<file path="src/rtl/xfa_pkg.sv">
// Shared types and constants of the 8/16-bit flag ALU.
package xfa_pkg;

    typedef enum logic [4:0] {
        OP_ADD   = 5'd0,
        OP_ADC   = 5'd1,
        OP_SUB   = 5'd2,
        OP_SBB   = 5'd3,
        OP_CMP   = 5'd4,
        OP_AND   = 5'd5,
        OP_OR    = 5'd6,
        OP_XOR   = 5'd7,
        OP_TEST  = 5'd8,
        OP_INC   = 5'd9,
        OP_DEC   = 5'd10,
        OP_NEG   = 5'd11,
        OP_NOT   = 5'd12,
        OP_RCL   = 5'd13,
        OP_RCR   = 5'd14,
        OP_ROL   = 5'd15,
        OP_ROR   = 5'd16,
        OP_SHL   = 5'd17,
        OP_SHR   = 5'd18,
        OP_SAR   = 5'd19,
        OP_SHLD  = 5'd20,
        OP_MUL   = 5'd21,
        OP_IMUL  = 5'd22,
        OP_IMUL2 = 5'd23,
        OP_DIV   = 5'd24,
        OP_IDIV  = 5'd25,
        OP_DAS   = 5'd26,
        OP_SEXT  = 5'd27
    } t_op;

    typedef enum logic [1:0] {
        ST_OK       = 2'd0,
        ST_DIV_ZERO = 2'd1,
        ST_QUOT_OVF = 2'd2
    } t_status;

    typedef enum logic {
        CLS_SINGLE = 1'b0,
        CLS_DIVIDE = 1'b1
    } t_cls;

    typedef enum logic {
        S_IDLE = 1'b0,
        S_DIV  = 1'b1
    } t_back_state;

    localparam logic [7:0] DAS_LIMIT = 8'h99;
    localparam logic [7:0] DAS_HIGH  = 8'h60;
    localparam logic [7:0] DAS_LOW   = 8'h06;

    typedef struct packed {
        logic [4:0]  operation;
        logic        wide;
        logic [15:0] operand_a;
        logic [15:0] operand_b;
        logic [15:0] operand_high;
        logic [15:0] shift_count;
    } t_in_word;

    typedef struct packed {
        logic [15:0] result_low;
        logic [15:0] result_high;
        logic        carry_out;
        logic        zero_out;
        logic        sign_out;
        logic        overflow_out;
        logic [1:0]  status;
    } t_out_word;

    typedef struct packed {
        t_in_word   item;
        t_cls       cls;
        logic [4:0] rc_count;
    } t_q_word;

    typedef struct packed {
        logic        start;
        logic [31:0] dividend;
        logic [15:0] divisor;
    } t_div_req;

    typedef struct packed {
        logic        done;
        logic [31:0] quotient;
        logic [15:0] remainder;
    } t_div_rsp;

    typedef struct packed {
        logic c;
        logic z;
        logic s;
        logic o;
    } t_flags;

endpackage

</file>
<file path="src/rtl/xfa_front.sv">
// Front end: classify incoming words and hold them in a two-entry queue.
module xfa_front (
    input  logic             i_clk,
    input  logic             i_rst_n,
    input  logic             i_push,
    input  xfa_pkg::t_in_word i_item,
    output logic             o_full,
    output logic             o_head_valid,
    output xfa_pkg::t_q_word o_head,
    input  logic             i_pop
);

    // x mod 9 for 8-bit x: reciprocal estimate, one correction
    function automatic logic [4:0] mod9(input logic [7:0] x);
        logic [16:0] prod;
        logic [4:0]  q;
        logic [8:0]  r;
        prod = {9'd0, x} * 17'd455;
        q    = prod[16:12];
        r    = {1'b0, x} - 9'({q, 3'b000} + {4'd0, q});
        if (r >= 9'd9) begin
            r = r - 9'd9;
        end
        return r[4:0];
    endfunction

    // x mod 17 for 16-bit x
    function automatic logic [4:0] mod17(input logic [15:0] x);
        logic [31:0] prod;
        logic [11:0] q;
        logic [16:0] r;
        prod = {16'd0, x} * 32'd61680;
        q    = prod[31:20];
        r    = {1'b0, x} - 17'({q, 4'b0000} + {4'd0, q});
        if (r >= 17'd17) begin
            r = r - 17'd17;
        end
        return r[4:0];
    endfunction

    xfa_pkg::t_q_word r_mem [2];
    logic             r_wr_ptr;
    logic             r_rd_ptr;
    logic [1:0]       r_count;
    xfa_pkg::t_q_word w_entry;
    logic             w_wr;
    logic             w_rd;

    always_comb begin
        w_entry.item = i_item;
        if (xfa_pkg::t_op'(i_item.operation) inside {xfa_pkg::OP_DIV, xfa_pkg::OP_IDIV}) begin
            w_entry.cls = xfa_pkg::CLS_DIVIDE;
        end else begin
            w_entry.cls = xfa_pkg::CLS_SINGLE;
        end
        if (!i_item.wide) begin
            w_entry.rc_count = mod9(i_item.shift_count[7:0]);
        end else if (xfa_pkg::t_op'(i_item.operation) == xfa_pkg::OP_RCR) begin
            w_entry.rc_count = mod17(i_item.shift_count);
        end else begin
            w_entry.rc_count = mod17({8'd0, i_item.shift_count[7:0]});
        end
    end

    assign o_full       = (r_count == 2'd2);
    assign o_head_valid = (r_count != 2'd0);
    assign o_head       = r_mem[r_rd_ptr];
    assign w_wr         = i_push && !o_full;
    assign w_rd         = i_pop && o_head_valid;

    always_ff @(posedge i_clk) begin
        if (w_wr) begin
            r_mem[r_wr_ptr] <= w_entry;
        end
    end

    always_ff @(posedge i_clk) begin
        if (!i_rst_n) begin
            r_wr_ptr <= 1'b0;
            r_rd_ptr <= 1'b0;
            r_count  <= 2'd0;
        end else begin
            if (w_wr) begin
                r_wr_ptr <= ~r_wr_ptr;
            end
            if (w_rd) begin
                r_rd_ptr <= ~r_rd_ptr;
            end
            r_count <= r_count + {1'b0, w_wr} - {1'b0, w_rd};
        end
    end

endmodule

</file>
<file path="src/rtl/xfa_div.sv">
// Bit-serial restoring divider, 32-bit dividend by 16-bit divisor.
module xfa_div (
    input  logic              i_clk,
    input  logic              i_rst_n,
    input  xfa_pkg::t_div_req i_req,
    output xfa_pkg::t_div_rsp o_rsp
);

    logic [31:0] r_num;
    logic [15:0] r_rem;
    logic [15:0] r_dvs;
    logic [4:0]  r_cnt;
    logic        r_busy;
    logic        r_done;
    logic [16:0] w_sh;
    logic [16:0] w_diff;
    logic        w_bit;

    assign w_sh   = {r_rem, r_num[31]};
    assign w_diff = w_sh - {1'b0, r_dvs};
    assign w_bit  = (w_sh >= {1'b0, r_dvs});

    always_ff @(posedge i_clk) begin
        if (i_req.start) begin
            r_num <= i_req.dividend;
            r_rem <= 16'd0;
            r_dvs <= i_req.divisor;
        end else if (r_busy) begin
            r_num <= {r_num[30:0], w_bit};
            r_rem <= w_bit ? w_diff[15:0] : w_sh[15:0];
        end
    end

    always_ff @(posedge i_clk) begin
        if (!i_rst_n) begin
            r_cnt  <= 5'd0;
            r_busy <= 1'b0;
            r_done <= 1'b0;
        end else if (i_req.start) begin
            r_cnt  <= 5'd0;
            r_busy <= 1'b1;
            r_done <= 1'b0;
        end else if (r_busy) begin
            r_cnt <= r_cnt + 5'd1;
            if (r_cnt == 5'd31) begin
                r_busy <= 1'b0;
                r_done <= 1'b1;
            end
        end
    end

    assign o_rsp.done      = r_done;
    assign o_rsp.quotient  = r_num;
    assign o_rsp.remainder = r_rem;

endmodule

</file>
<file path="src/rtl/xfa_back.sv">
// Back end: execute queued words, keep the flags, register the result.
module xfa_back (
    input  logic              i_clk,
    input  logic              i_rst_n,
    input  logic              i_head_valid,
    input  xfa_pkg::t_q_word  i_head,
    output logic              o_pop,
    output logic              o_empty,
    output xfa_pkg::t_out_word o_result,
    input  logic              i_pop
);

    function automatic logic msb(input logic [15:0] x, input logic w);
        return w ? x[15] : x[7];
    endfunction

    function automatic logic sec(input logic [15:0] x, input logic w);
        return w ? x[14] : x[6];
    endfunction

    xfa_pkg::t_back_state r_state;
    xfa_pkg::t_back_state n_state;
    xfa_pkg::t_flags      r_flags;
    xfa_pkg::t_flags      n_flags;
    logic                 r_out_valid;
    xfa_pkg::t_out_word   r_out;
    xfa_pkg::t_div_req    w_req;
    xfa_pkg::t_div_rsp    w_rsp;

    logic        w_out_free;
    logic        w_load;
    logic        w_start;
    logic        w_div_run;
    logic        w_wide;
    logic        w_cf;
    logic [15:0] w_a;
    logic [15:0] w_b;
    logic [15:0] w_av;
    logic [15:0] w_bv;
    logic [15:0] w_m;
    logic [15:0] w_sb;
    logic [4:0]  w_w;
    logic [7:0]  w_c8;
    logic [31:0] w_av32;
    logic [16:0] w_ma;
    logic [16:0] w_mb;
    logic [33:0] w_prod;
    logic [31:0] w_p;
    logic        w_sn;
    logic        w_sd;
    logic [31:0] w_num;
    logic [15:0] w_dmag;

    logic [15:0] res_lo;
    logic [15:0] res_hi;
    logic [1:0]  res_st;
    logic [15:0] r16;
    logic [31:0] t32;
    logic [31:0] t2;
    logic [47:0] w48;
    logic [15:0] mask16;
    logic [4:0]  c5;
    logic [7:0]  csat;
    logic [7:0]  al;
    logic        qneg;
    logic [31:0] qv;
    logic [15:0] rv;
    logic        ovf;

    assign w_wide = i_head.item.wide;
    assign w_a    = i_head.item.operand_a;
    assign w_b    = i_head.item.operand_b;
    assign w_m    = w_wide ? 16'hFFFF : 16'h00FF;
    assign w_sb   = w_wide ? 16'h8000 : 16'h0080;
    assign w_w    = w_wide ? 5'd16 : 5'd8;
    assign w_av   = w_a & w_m;
    assign w_bv   = w_b & w_m;
    assign w_c8   = i_head.item.shift_count[7:0];
    assign w_cf   = r_flags.c;
    assign w_av32 = {16'd0, w_av};

    assign w_div_run = (i_head.cls == xfa_pkg::CLS_DIVIDE) && (w_bv != 16'd0);
    assign w_out_free = !r_out_valid || i_pop;

    // single shared multiplier, operands prepared per operation
    always_comb begin
        w_ma = {1'b0, w_av};
        w_mb = {1'b0, w_bv};
        if (xfa_pkg::t_op'(i_head.item.operation) == xfa_pkg::OP_IMUL) begin
            w_ma = w_wide ? {w_a[15], w_a} : {{9{w_a[7]}}, w_a[7:0]};
            w_mb = w_wide ? {w_b[15], w_b} : {{9{w_b[7]}}, w_b[7:0]};
        end else if (xfa_pkg::t_op'(i_head.item.operation) == xfa_pkg::OP_IMUL2) begin
            w_ma = {1'b0, w_a};
            w_mb = {1'b0, w_b};
        end
    end
    assign w_prod = $signed(w_ma) * $signed(w_mb);
    assign w_p    = w_prod[31:0];

    // divider operands as magnitudes; signs restored on the way out
    always_comb begin
        w_sd = 1'b0;
        w_sn = 1'b0;
        w_num = w_wide ? {i_head.item.operand_high, w_a} : {16'd0, w_a};
        if (xfa_pkg::t_op'(i_head.item.operation) == xfa_pkg::OP_IDIV) begin
            w_sd = msb(w_bv, w_wide);
            if (!w_wide) begin
                w_num = {{16{w_a[15]}}, w_a};
            end
            w_sn = w_num[31];
        end
        if (w_sn) begin
            w_num = 32'd0 - w_num;
        end
        w_dmag = w_sd ? ((16'd0 - w_bv) & w_m) : w_bv;
    end

    assign w_req.start    = w_start;
    assign w_req.dividend = w_num;
    assign w_req.divisor  = w_dmag;

    xfa_div u_div (
        .i_clk   (i_clk),
        .i_rst_n (i_rst_n),
        .i_req   (w_req),
        .o_rsp   (w_rsp)
    );

    // execute
    always_comb begin
        n_flags = r_flags;
        res_lo  = 16'd0;
        res_hi  = 16'd0;
        res_st  = xfa_pkg::ST_OK;
        r16     = 16'd0;
        t32     = 32'd0;
        t2      = 32'd0;
        w48     = 48'd0;
        mask16  = 16'd0;
        c5      = 5'd0;
        csat    = 8'd0;
        al      = 8'd0;
        qneg    = 1'b0;
        qv      = 32'd0;
        rv      = 16'd0;
        ovf     = 1'b0;
        case (xfa_pkg::t_op'(i_head.item.operation))
            xfa_pkg::OP_ADD: begin
                r16 = (w_av + w_bv) & w_m;
                n_flags.c = (r16 < w_av);
                n_flags.o = |((w_av ^ w_bv ^ w_sb) & (r16 ^ w_bv) & w_sb);
                n_flags.z = (r16 == 16'd0);
                n_flags.s = |(r16 & w_sb);
                res_lo = r16;
            end
            xfa_pkg::OP_ADC: begin
                r16 = (w_av + w_bv + {15'd0, w_cf}) & w_m;
                n_flags.c = (r16 < w_av) || (w_cf && (r16 == w_av));
                n_flags.o = |((w_av ^ w_bv ^ w_sb) & (r16 ^ w_bv) & w_sb);
                n_flags.z = (r16 == 16'd0);
                n_flags.s = |(r16 & w_sb);
                res_lo = r16;
            end
            xfa_pkg::OP_SUB, xfa_pkg::OP_CMP: begin
                r16 = (w_av - w_bv) & w_m;
                n_flags.c = (w_av < w_bv);
                n_flags.o = |((w_av ^ w_bv) & (w_av ^ r16) & w_sb);
                n_flags.z = (r16 == 16'd0);
                n_flags.s = |(r16 & w_sb);
                res_lo = r16;
            end
            xfa_pkg::OP_SBB: begin
                r16 = (w_av - w_bv - {15'd0, w_cf}) & w_m;
                n_flags.c = (w_av < r16) || (w_cf && (w_bv == w_m));
                n_flags.o = |((w_av ^ w_bv) & (w_av ^ r16) & w_sb);
                n_flags.z = (r16 == 16'd0);
                n_flags.s = |(r16 & w_sb);
                res_lo = r16;
            end
            xfa_pkg::OP_AND, xfa_pkg::OP_OR, xfa_pkg::OP_XOR, xfa_pkg::OP_TEST: begin
                if (xfa_pkg::t_op'(i_head.item.operation) == xfa_pkg::OP_OR) begin
                    r16 = w_av | w_bv;
                end else if (xfa_pkg::t_op'(i_head.item.operation) == xfa_pkg::OP_XOR) begin
                    r16 = w_av ^ w_bv;
                end else begin
                    r16 = w_av & w_bv;
                end
                n_flags.c = 1'b0;
                n_flags.o = 1'b0;
                n_flags.z = (r16 == 16'd0);
                n_flags.s = |(r16 & w_sb);
                res_lo = r16;
            end
            xfa_pkg::OP_INC: begin
                r16 = (w_av + 16'd1) & w_m;
                n_flags.o = (r16 == w_sb);
                n_flags.z = (r16 == 16'd0);
                n_flags.s = |(r16 & w_sb);
                res_lo = r16;
            end
            xfa_pkg::OP_DEC: begin
                r16 = (w_av - 16'd1) & w_m;
                n_flags.o = (r16 == (w_sb - 16'd1));
                n_flags.z = (r16 == 16'd0);
                n_flags.s = |(r16 & w_sb);
                res_lo = r16;
            end
            xfa_pkg::OP_NEG: begin
                r16 = (16'd0 - w_av) & w_m;
                n_flags.c = (w_av != 16'd0);
                n_flags.z = (r16 == 16'd0);
                n_flags.s = |(w_av & w_sb);
                n_flags.o = (w_av == w_sb);
                res_lo = r16;
            end
            xfa_pkg::OP_NOT: begin
                res_lo = ~w_av & w_m;
            end
            xfa_pkg::OP_RCL: begin
                c5 = i_head.rc_count;
                res_lo = w_av;
                if (c5 != 5'd0) begin
                    t32 = (w_av32 << c5) | ({31'd0, w_cf} << (c5 - 5'd1))
                        | (w_av32 >> (6'(w_w) + 6'd1 - 6'(c5)));
                    r16 = t32[15:0] & w_m;
                    t2  = w_av32 >> (6'(w_w) - 6'(c5));
                    n_flags.o = w_cf ^ msb(r16, w_wide);
                    n_flags.c = t2[0];
                    res_lo = r16;
                end
            end
            xfa_pkg::OP_RCR: begin
                c5 = i_head.rc_count;
                res_lo = w_av;
                if (c5 != 5'd0) begin
                    t32 = (w_av32 >> c5) | ({31'd0, w_cf} << (6'(w_w) - 6'(c5)))
                        | (w_av32 << (6'(w_w) + 6'd1 - 6'(c5)));
                    r16 = t32[15:0] & w_m;
                    t2  = w_av32 >> (c5 - 5'd1);
                    n_flags.c = t2[0];
                    n_flags.o = msb(r16, w_wide) ^ sec(r16, w_wide);
                    res_lo = r16;
                end
            end
            xfa_pkg::OP_ROL, xfa_pkg::OP_ROR: begin
                c5 = w_wide ? {1'b0, w_c8[3:0]} : {2'b00, w_c8[2:0]};
                res_lo = w_av;
                if (c5 == 5'd0) begin
                    // count that is a whole number of turns still sets the flags
                    if ((w_c8 & (w_wide ? 8'h10 : 8'h18)) != 8'd0) begin
                        if (xfa_pkg::t_op'(i_head.item.operation) == xfa_pkg::OP_ROL) begin
                            n_flags.c = w_av[0];
                            n_flags.o = w_av[0] ^ msb(w_av, w_wide);
                        end else begin
                            n_flags.c = msb(w_av, w_wide);
                            n_flags.o = msb(w_av, w_wide) ^ sec(w_av, w_wide);
                        end
                    end
                end else if (xfa_pkg::t_op'(i_head.item.operation) == xfa_pkg::OP_ROL) begin
                    t32 = (w_av32 << c5) | (w_av32 >> (w_w - c5));
                    r16 = t32[15:0] & w_m;
                    n_flags.c = r16[0];
                    n_flags.o = r16[0] ^ msb(r16, w_wide);
                    res_lo = r16;
                end else begin
                    t32 = (w_av32 >> c5) | (w_av32 << (w_w - c5));
                    r16 = t32[15:0] & w_m;
                    n_flags.c = msb(r16, w_wide);
                    n_flags.o = msb(r16, w_wide) ^ sec(r16, w_wide);
                    res_lo = r16;
                end
            end
            xfa_pkg::OP_SHL: begin
                res_lo = w_av;
                if (w_c8 != 8'd0) begin
                    t32 = w_av32 << w_c8;
                    r16 = (w_c8 >= 8'(w_w)) ? 16'd0 : (t32[15:0] & w_m);
                    t2  = w_av32 >> (8'(w_w) - w_c8);
                    n_flags.c = (w_c8 > 8'(w_w)) ? 1'b0 : t2[0];
                    n_flags.o = msb(r16 ^ w_av, w_wide);
                    n_flags.z = (r16 == 16'd0);
                    n_flags.s = |(r16 & w_sb);
                    res_lo = r16;
                end
            end
            xfa_pkg::OP_SHR: begin
                res_lo = w_av;
                if (w_c8 != 8'd0) begin
                    t32 = w_av32 >> w_c8;
                    r16 = (w_c8 >= 8'(w_w)) ? 16'd0 : t32[15:0];
                    t2  = w_av32 >> (w_c8 - 8'd1);
                    n_flags.c = (w_c8 > 8'(w_w)) ? 1'b0 : t2[0];
                    n_flags.o = (w_c8[4:0] == 5'd1) ? (w_av > w_sb) : 1'b0;
                    n_flags.z = (r16 == 16'd0);
                    n_flags.s = |(r16 & w_sb);
                    res_lo = r16;
                end
            end
            xfa_pkg::OP_SAR: begin
                res_lo = w_av;
                if (w_c8 != 8'd0) begin
                    csat = (w_c8 > 8'(w_w)) ? 8'(w_w) : w_c8;
                    t32  = w_av32 >> csat;
                    r16  = t32[15:0];
                    if (msb(w_av, w_wide)) begin
                        t2  = {16'd0, w_m} << (8'(w_w) - csat);
                        r16 = r16 | (t2[15:0] & w_m);
                    end
                    t2 = w_av32 >> (csat - 8'd1);
                    n_flags.c = t2[0];
                    n_flags.o = 1'b0;
                    n_flags.z = (r16 == 16'd0);
                    n_flags.s = |(r16 & w_sb);
                    res_lo = r16;
                end
            end
            xfa_pkg::OP_SHLD: begin
                c5 = w_c8[4:0];
                res_lo = w_a;
                if (c5 != 5'd0) begin
                    t32    = (32'd1 << c5) - 32'd1;
                    mask16 = t32[15:0];
                    w48    = ({32'd0, w_a} << c5) | {32'd0, w_b & mask16};
                    n_flags.c = w48[16];
                    n_flags.z = (w48[15:0] == 16'd0);
                    n_flags.s = w48[15];
                    res_lo = w48[15:0];
                end
            end
            xfa_pkg::OP_MUL: begin
                res_lo = w_p[15:0] & w_m;
                res_hi = w_wide ? w_p[31:16] : {8'd0, w_p[15:8]};
                n_flags.z = (res_lo == 16'd0);
                n_flags.c = (res_hi != 16'd0);
                n_flags.o = (res_hi != 16'd0);
            end
            xfa_pkg::OP_IMUL: begin
                if (w_wide) begin
                    ovf = !((&w_p[31:15]) || !(|w_p[31:15]));
                end else begin
                    ovf = !((&w_p[15:7]) || !(|w_p[15:7]));
                end
                n_flags.c = ovf;
                n_flags.o = ovf;
                res_lo = w_p[15:0] & w_m;
                res_hi = w_wide ? w_p[31:16] : {8'd0, w_p[15:8]};
            end
            xfa_pkg::OP_IMUL2: begin
                ovf = !((&w_p[31:15]) || !(|w_p[31:15]));
                n_flags.c = ovf;
                n_flags.o = ovf;
                res_lo = w_p[15:0];
            end
            xfa_pkg::OP_DIV, xfa_pkg::OP_IDIV: begin
                if (w_bv == 16'd0) begin
                    res_st = xfa_pkg::ST_DIV_ZERO;
                end else begin
                    if (xfa_pkg::t_op'(i_head.item.operation) == xfa_pkg::OP_DIV) begin
                        ovf = w_wide ? (|w_rsp.quotient[31:16]) : (|w_rsp.quotient[31:8]);
                    end else begin
                        qneg = w_sn ^ w_sd;
                        ovf  = qneg ? (w_rsp.quotient > {16'd0, w_sb})
                                    : (w_rsp.quotient > {16'd0, w_sb - 16'd1});
                    end
                    qv = qneg ? (32'd0 - w_rsp.quotient) : w_rsp.quotient;
                    rv = w_sn ? (16'd0 - w_rsp.remainder) : w_rsp.remainder;
                    if (ovf) begin
                        res_st = xfa_pkg::ST_QUOT_OVF;
                    end else begin
                        res_lo = qv[15:0] & w_m;
                        res_hi = rv & w_m;
                    end
                end
            end
            xfa_pkg::OP_DAS: begin
                al = w_a[7:0];
                if (al[3:0] > 4'd9) begin
                    if ((al > xfa_pkg::DAS_LIMIT) || w_cf) begin
                        al = al - xfa_pkg::DAS_HIGH;
                        n_flags.c = 1'b1;
                    end else begin
                        n_flags.c = (al <= 8'h05);
                    end
                    al = al - xfa_pkg::DAS_LOW;
                end else if ((al > xfa_pkg::DAS_LIMIT) || w_cf) begin
                    al = al - xfa_pkg::DAS_HIGH;
                    n_flags.c = 1'b1;
                end else begin
                    n_flags.c = 1'b0;
                end
                n_flags.o = w_a[7] && !al[7];
                n_flags.z = (al == 8'd0);
                n_flags.s = al[7];
                res_lo = {8'd0, al};
            end
            xfa_pkg::OP_SEXT: begin
                res_lo = w_av;
                res_hi = msb(w_av, w_wide) ? w_m : 16'd0;
            end
            default: begin
                res_lo = 16'd0;
            end
        endcase
    end

    // next state
    always_comb begin
        n_state = r_state;
        case (r_state)
            xfa_pkg::S_IDLE: begin
                if (i_head_valid && w_out_free && w_div_run) begin
                    n_state = xfa_pkg::S_DIV;
                end
            end
            xfa_pkg::S_DIV: begin
                if (w_rsp.done && w_out_free) begin
                    n_state = xfa_pkg::S_IDLE;
                end
            end
            default: begin
                n_state = xfa_pkg::S_IDLE;
            end
        endcase
    end

    // outputs of the sequencer
    always_comb begin
        w_start = 1'b0;
        w_load  = 1'b0;
        case (r_state)
            xfa_pkg::S_IDLE: begin
                if (i_head_valid && w_out_free) begin
                    w_start = w_div_run;
                    w_load  = !w_div_run;
                end
            end
            xfa_pkg::S_DIV: begin
                w_load = w_rsp.done && w_out_free;
            end
            default: begin
                w_load = 1'b0;
            end
        endcase
    end

    assign o_pop = w_load;

    always_ff @(posedge i_clk) begin
        if (w_load) begin
            r_out.result_low   <= res_lo;
            r_out.result_high  <= res_hi;
            r_out.carry_out    <= n_flags.c;
            r_out.zero_out     <= n_flags.z;
            r_out.sign_out     <= n_flags.s;
            r_out.overflow_out <= n_flags.o;
            r_out.status       <= res_st;
        end
    end

    always_ff @(posedge i_clk) begin
        if (!i_rst_n) begin
            r_state     <= xfa_pkg::S_IDLE;
            r_flags     <= '0;
            r_out_valid <= 1'b0;
        end else begin
            r_state <= n_state;
            if (w_load) begin
                r_flags     <= n_flags;
                r_out_valid <= 1'b1;
            end else if (i_pop) begin
                r_out_valid <= 1'b0;
            end
        end
    end

    assign o_empty  = !r_out_valid;
    assign o_result = r_out;

endmodule

</file>
<file path="src/rtl/x86_flag_alu_8_16.sv">
// Flow: an accepted word waits in the queue and is executed from its head into the result
// register; div and idiv with a nonzero divisor first run the serial divider.
// Throughput: one word per cycle for every operation except div and idiv while the result
// register is free; div and idiv hold the back end until the one-bit-per-cycle divider is done.
// Reset: synchronous, active low; clears the four flags, the queue and the result valid.
// Top level of the 8/16-bit flag ALU.
module x86_flag_alu_8_16 (
    input  logic               i_clk,
    input  logic               i_rst_n,
    input  logic               push,
    output logic               full,
    input  xfa_pkg::t_in_word  i_item,
    output logic               empty,
    input  logic               pop,
    output xfa_pkg::t_out_word o_result
);

    // front to back: head of the two-word queue and its pop
    logic             w_head_valid;
    xfa_pkg::t_q_word w_head;
    logic             w_q_pop;

    // accept and classify; the queue lets the front keep taking words during a divide
    xfa_front u_front (
        .i_clk        (i_clk),
        .i_rst_n      (i_rst_n),
        .i_push       (push),
        .i_item       (i_item),
        .o_full       (full),
        .o_head_valid (w_head_valid),
        .o_head       (w_head),
        .i_pop        (w_q_pop)
    );

    // execute in order, hold flags, advance into the result register
    xfa_back u_back (
        .i_clk        (i_clk),
        .i_rst_n      (i_rst_n),
        .i_head_valid (w_head_valid),
        .i_head       (w_head),
        .o_pop        (w_q_pop),
        .o_empty      (empty),
        .o_result     (o_result),
        .i_pop        (pop)
    );

    // the back end only drops a queued word that is there
    a_pop_valid: assert property (@(posedge i_clk) disable iff (!i_rst_n)
        w_q_pop |-> w_head_valid)
        else $error("queue popped while empty");

    // a full queue always presents a head
    a_full_head: assert property (@(posedge i_clk) disable iff (!i_rst_n)
        full |-> w_head_valid)
        else $error("queue full without head");

    // a divide error returns zero halves
    a_err_zero: assert property (@(posedge i_clk) disable iff (!i_rst_n)
        (!empty && (o_result.status != xfa_pkg::ST_OK))
            |-> ((o_result.result_low == 16'd0) && (o_result.result_high == 16'd0)))
        else $error("divide error with nonzero result");

endmodule

</file>
<file path="config.mk">
export PLATFORM = sky130hd
export DESIGN_NAME = x86_flag_alu_8_16
export DESIGN_NICKNAME = d
export VERILOG_FILES = /design/src/rtl/xfa_pkg.sv /design/src/rtl/xfa_front.sv /design/src/rtl/xfa_div.sv /design/src/rtl/xfa_back.sv /design/src/rtl/x86_flag_alu_8_16.sv
export SDC_FILE = /design/constraint.sdc
export NUM_CORES = 2
export LEC_CHECK = 0
export BUFFER_PORTS_ARGS = -buffer_cell sky130_fd_sc_hd__buf_4
export CORE_ASPECT_RATIO = 0.5
export CORE_MARGIN = 2
export CORE_UTILIZATION = 25
export DETAILED_ROUTE_END_ITERATION = 10
export HOLD_SLACK_MARGIN = 0.08
export PLACE_DENSITY = 0.48
export SKIP_CTS_REPAIR_TIMING = 1
export SLEW_MARGIN = 30
export SYNTH_ARGS = -nofsm -noshare
export SYNTH_HDL_FRONTEND = slang
export SYNTH_SLANG_ARGS = --single-unit
</file>
<file path="constraint.sdc">
create_clock -name i_clk -period 18.14 [get_ports i_clk]
set_clock_uncertainty 0.05 [all_clocks]
set_input_delay 0.907 -clock i_clk [delete_from_list [all_inputs] [get_ports i_clk]]
set_output_delay 0.907 -clock i_clk [all_outputs]
set_load 0.005 [all_outputs]
</file>
==> metrics.csv <==
metric,value,unit
status,completed,
initial DRC count,6040,
Die H,323,um
max cap viols,0,
most used cell along the critical path,fa_1,
FF-to-FF path depth,31,
Final HPWL DP,209000,um
CP bufs+invs,7,
unrepaired setup endpoints after global routing,false,
CTS H-tree lvls,1,
"Avg Cell Area, Syn",7.94,sq um
area of the mapped netlist,0.0508,sq mm
TritonCTS Sinks,256,
first-pass GRT wire length,370000,um
hold path depth,1,
CTS max path bufs,3,
final critical path time including I/O delays and setup,11.55,ns
Routed WL per cell,28.8,um
# setup viols final,0,
Die X,641,um
Worst-Skew Late Latency,0.67,ns
critical path's slowest cell,dfxtp_4,
GPL Wtd Cong,1.06,
CTS tree,done,
Post-Layout Cell Count,9117,
filler instances,22100,
Yosys reg bits,256,
WP data required,18.46,ns
Synth async-reset ratio,0,
vias per std cell,5.67,
count of warnings emitted by yosys,0,
CP startpoint kind,flip-flop,
Fin. Hold Viols,0,
CP peak stage delay,0.85,ns
reg2reg end,u_back.o_result[5]$_DFFE_PP_,
Post-synth EDFFs,222,
"antenna viol nets, final",0,
Worst EP arrival,11.87,ns
final worst-path cycle share,0.637,
Worst Hold Endpoint,u_front.r_mem[1][55]$_DFFE_PP_,
met1 usage,0.327,
Routed WL,263000,um
ratio of cells with drive above 1 in the final layout,0.0892,
Clock Pin Slew Worst Setup and Hold Paths,0.07,ns
Hold/Removal Path Class,primary input to flip-flop,
Yosys cell types,135,
vias in the first global route,49100,
pin count of the biggest net entering global routing,147,
CP max FO,50,
"Slew Viols, Final",0,
met3 Track Usage GR,0.0572,
kind of critical path,flip-flop to flip-flop,
sequential area share after synthesis,0.145,
f_max,86.6,MHz
max_slew headroom,0.245,
IO Port Bufs,113,
I/O pin count,114,
vias,51700,
total die area,0.207,sq mm
Residual DRC,0,
DP Cell Count,9050,
CTS root buf,clkbuf_16,
Mapped Cells,6393,
Setup TNS,0,ns
routing usage on met2,0.378,
First-pass DRT Iterations,7,
row cnt,116,
gr ovfl total,0,
most heavily used metal layer in global routing,met2,
core area,0.201,sq mm
total CTS buffers,29,
nets@finish,7267,
GRT Overall Usage,0.246,
R2R setup slack,6.59,ns
WHS,0.374,ns
hold wc startpoint,i_item[49],
"CP delay by family, top",compound AO/OA/AOI/OAI gates,
Most used DFF post-synth,edfxtp_1,
Setup crit end kind,flip-flop,
Post-Syn Nets,7292,
starting density of the core,0.253,
area added between synthesis and finish,10.3,%
Worst Tran Pin Value,1.12,ns
initial antenna violation count,18,
-- state kept, by name, indices dropped and copies added (netlist names), 2 cells and up, named ones only --
register and count:
u_back.r_flags 3, u_back.u_div.r_dvs 16, u_back.u_div.r_rem 16, u_back.u_div.r_num 32, u_back.u_div.r_cnt 5, u_front.r_mem 136, u_front.r_count 2, u_back.o_result 38
-- through the flow --
| step | utilization | worst slack (ns) | instance area [sq um] |
|---|---|---|---|
| global route | 0.279 | 6.03 | 56000 |
| finish | 0.279 | 6.59 | 56000 |
| CTS | 0.279 | 6.65 | 55900 |
| global placement | 0.274 | 6.80 | 55000 |
| detailed placement | 0.274 | 6.69 | 55000 |
| floorplan | - | 8.91 | 50800 |
-- logic make-up (layout without fill, tap and decap cells) --
kind of cell,count (synthesis),count (layout),synth area share
other,0,12,0
AO/OA/AOI/OAI,1718,1718,0.226
multiplexers,206,206,0.0463
XOR/XNOR,273,273,0.0483
AND/OR/NAND/NOR,2085,2085,0.194
flip-flops,256,256,0.145
adder cells (fa/ha/maj),825,825,0.260
buffers and inverters,1030,1028,0.0814
-- worst max-delay path by stage --
stage | to | depth (start not counted) | from
6_report | u_back.o_result[5]$_DFFE_PP_ | 31 | flip-flop
4_1_cts | u_back.o_result[5]$_DFFE_PP_ | 31 | flip-flop
2_1_floorplan | u_back.o_result[2]$_DFFE_PP_ | 34 | flip-flop
3_3_place_gp | u_back.o_result[5]$_DFFE_PP_ | 30 | flip-flop
5_1_grt | u_back.o_result[5]$_DFFE_PP_ | 31 | flip-flop
3_5_place_dp | u_back.o_result[5]$_DFFE_PP_ | 31 | flip-flop
-- per-layer routing --
| metal | share of wire | up-vias |
|---|---|---|
| li1 | - | 22800 |
| met1 | 0.42 | 25600 |
| met2 | 0.43 | 2718 |
| met3 | 0.097 | 620 |
| met4 | 0.053 | 10 |
| met5 | 0.00024 | - |
-- layout by cell type (no fill, tap or decap), types with 88 or more instances in the layout --
cell / n
inv_1: 649
fa_1: 383
nor3_1: 155
buf_4: 292
edfxtp_1: 222
mux2i_1: 121
a21oi_1: 413
nand3_1: 169
ha_1: 442
nand2_1: 629
o21ai_0: 352
nor2_1: 635
o211ai_1: 88
xnor2_1: 181
-- final cells by class --
class,count,area [sq um],share of cell area
Antenna cell,12,30.0,0.000536
Clock buffer,36,762,0.0136
Clock inverter,18,189,0.00337
Inverter,678,2550,0.0455
Multi-Input combinational cell,5107,39500,0.705
Sequential cell,256,7350,0.131
Tap cell,2714,3400,0.0606
Timing Repair Buffer,296,2250,0.0402
-- cell usage after synthesis (52+ instances only) --
| cell type | number | area [sq um] |
|---|---|---|
| a211oi_1 | 87 | 653 |
| a21o_1 | 58 | 435 |
| a21oi_1 | 415 | 2080 |
| a31oi_1 | 64 | 400 |
| and3_1 | 52 | 325 |
| buf_2 | 60 | 300 |
| clkbuf_1 | 218 | 818 |
| edfxtp_1 | 222 | 6670 |
| fa_1 | 383 | 7670 |
| ha_1 | 442 | 5530 |
| inv_1 | 650 | 2440 |
| mux2i_1 | 141 | 1410 |
| nand2_1 | 629 | 2360 |
| nand3_1 | 170 | 851 |
| nand4_1 | 63 | 394 |
| nor2_1 | 637 | 2390 |
| nor3_1 | 157 | 786 |
| o211ai_1 | 88 | 661 |
| o21a_1 | 54 | 405 |
| o21ai_0 | 359 | 1800 |
| o221ai_1 | 57 | 499 |
| o22ai_1 | 76 | 475 |
| xnor2_1 | 181 | 1590 |
| xor2_1 | 86 | 753 |
Power is not shown: default switching activity piles up to over one toggle a cycle in this logic, so the estimate is an artifact.
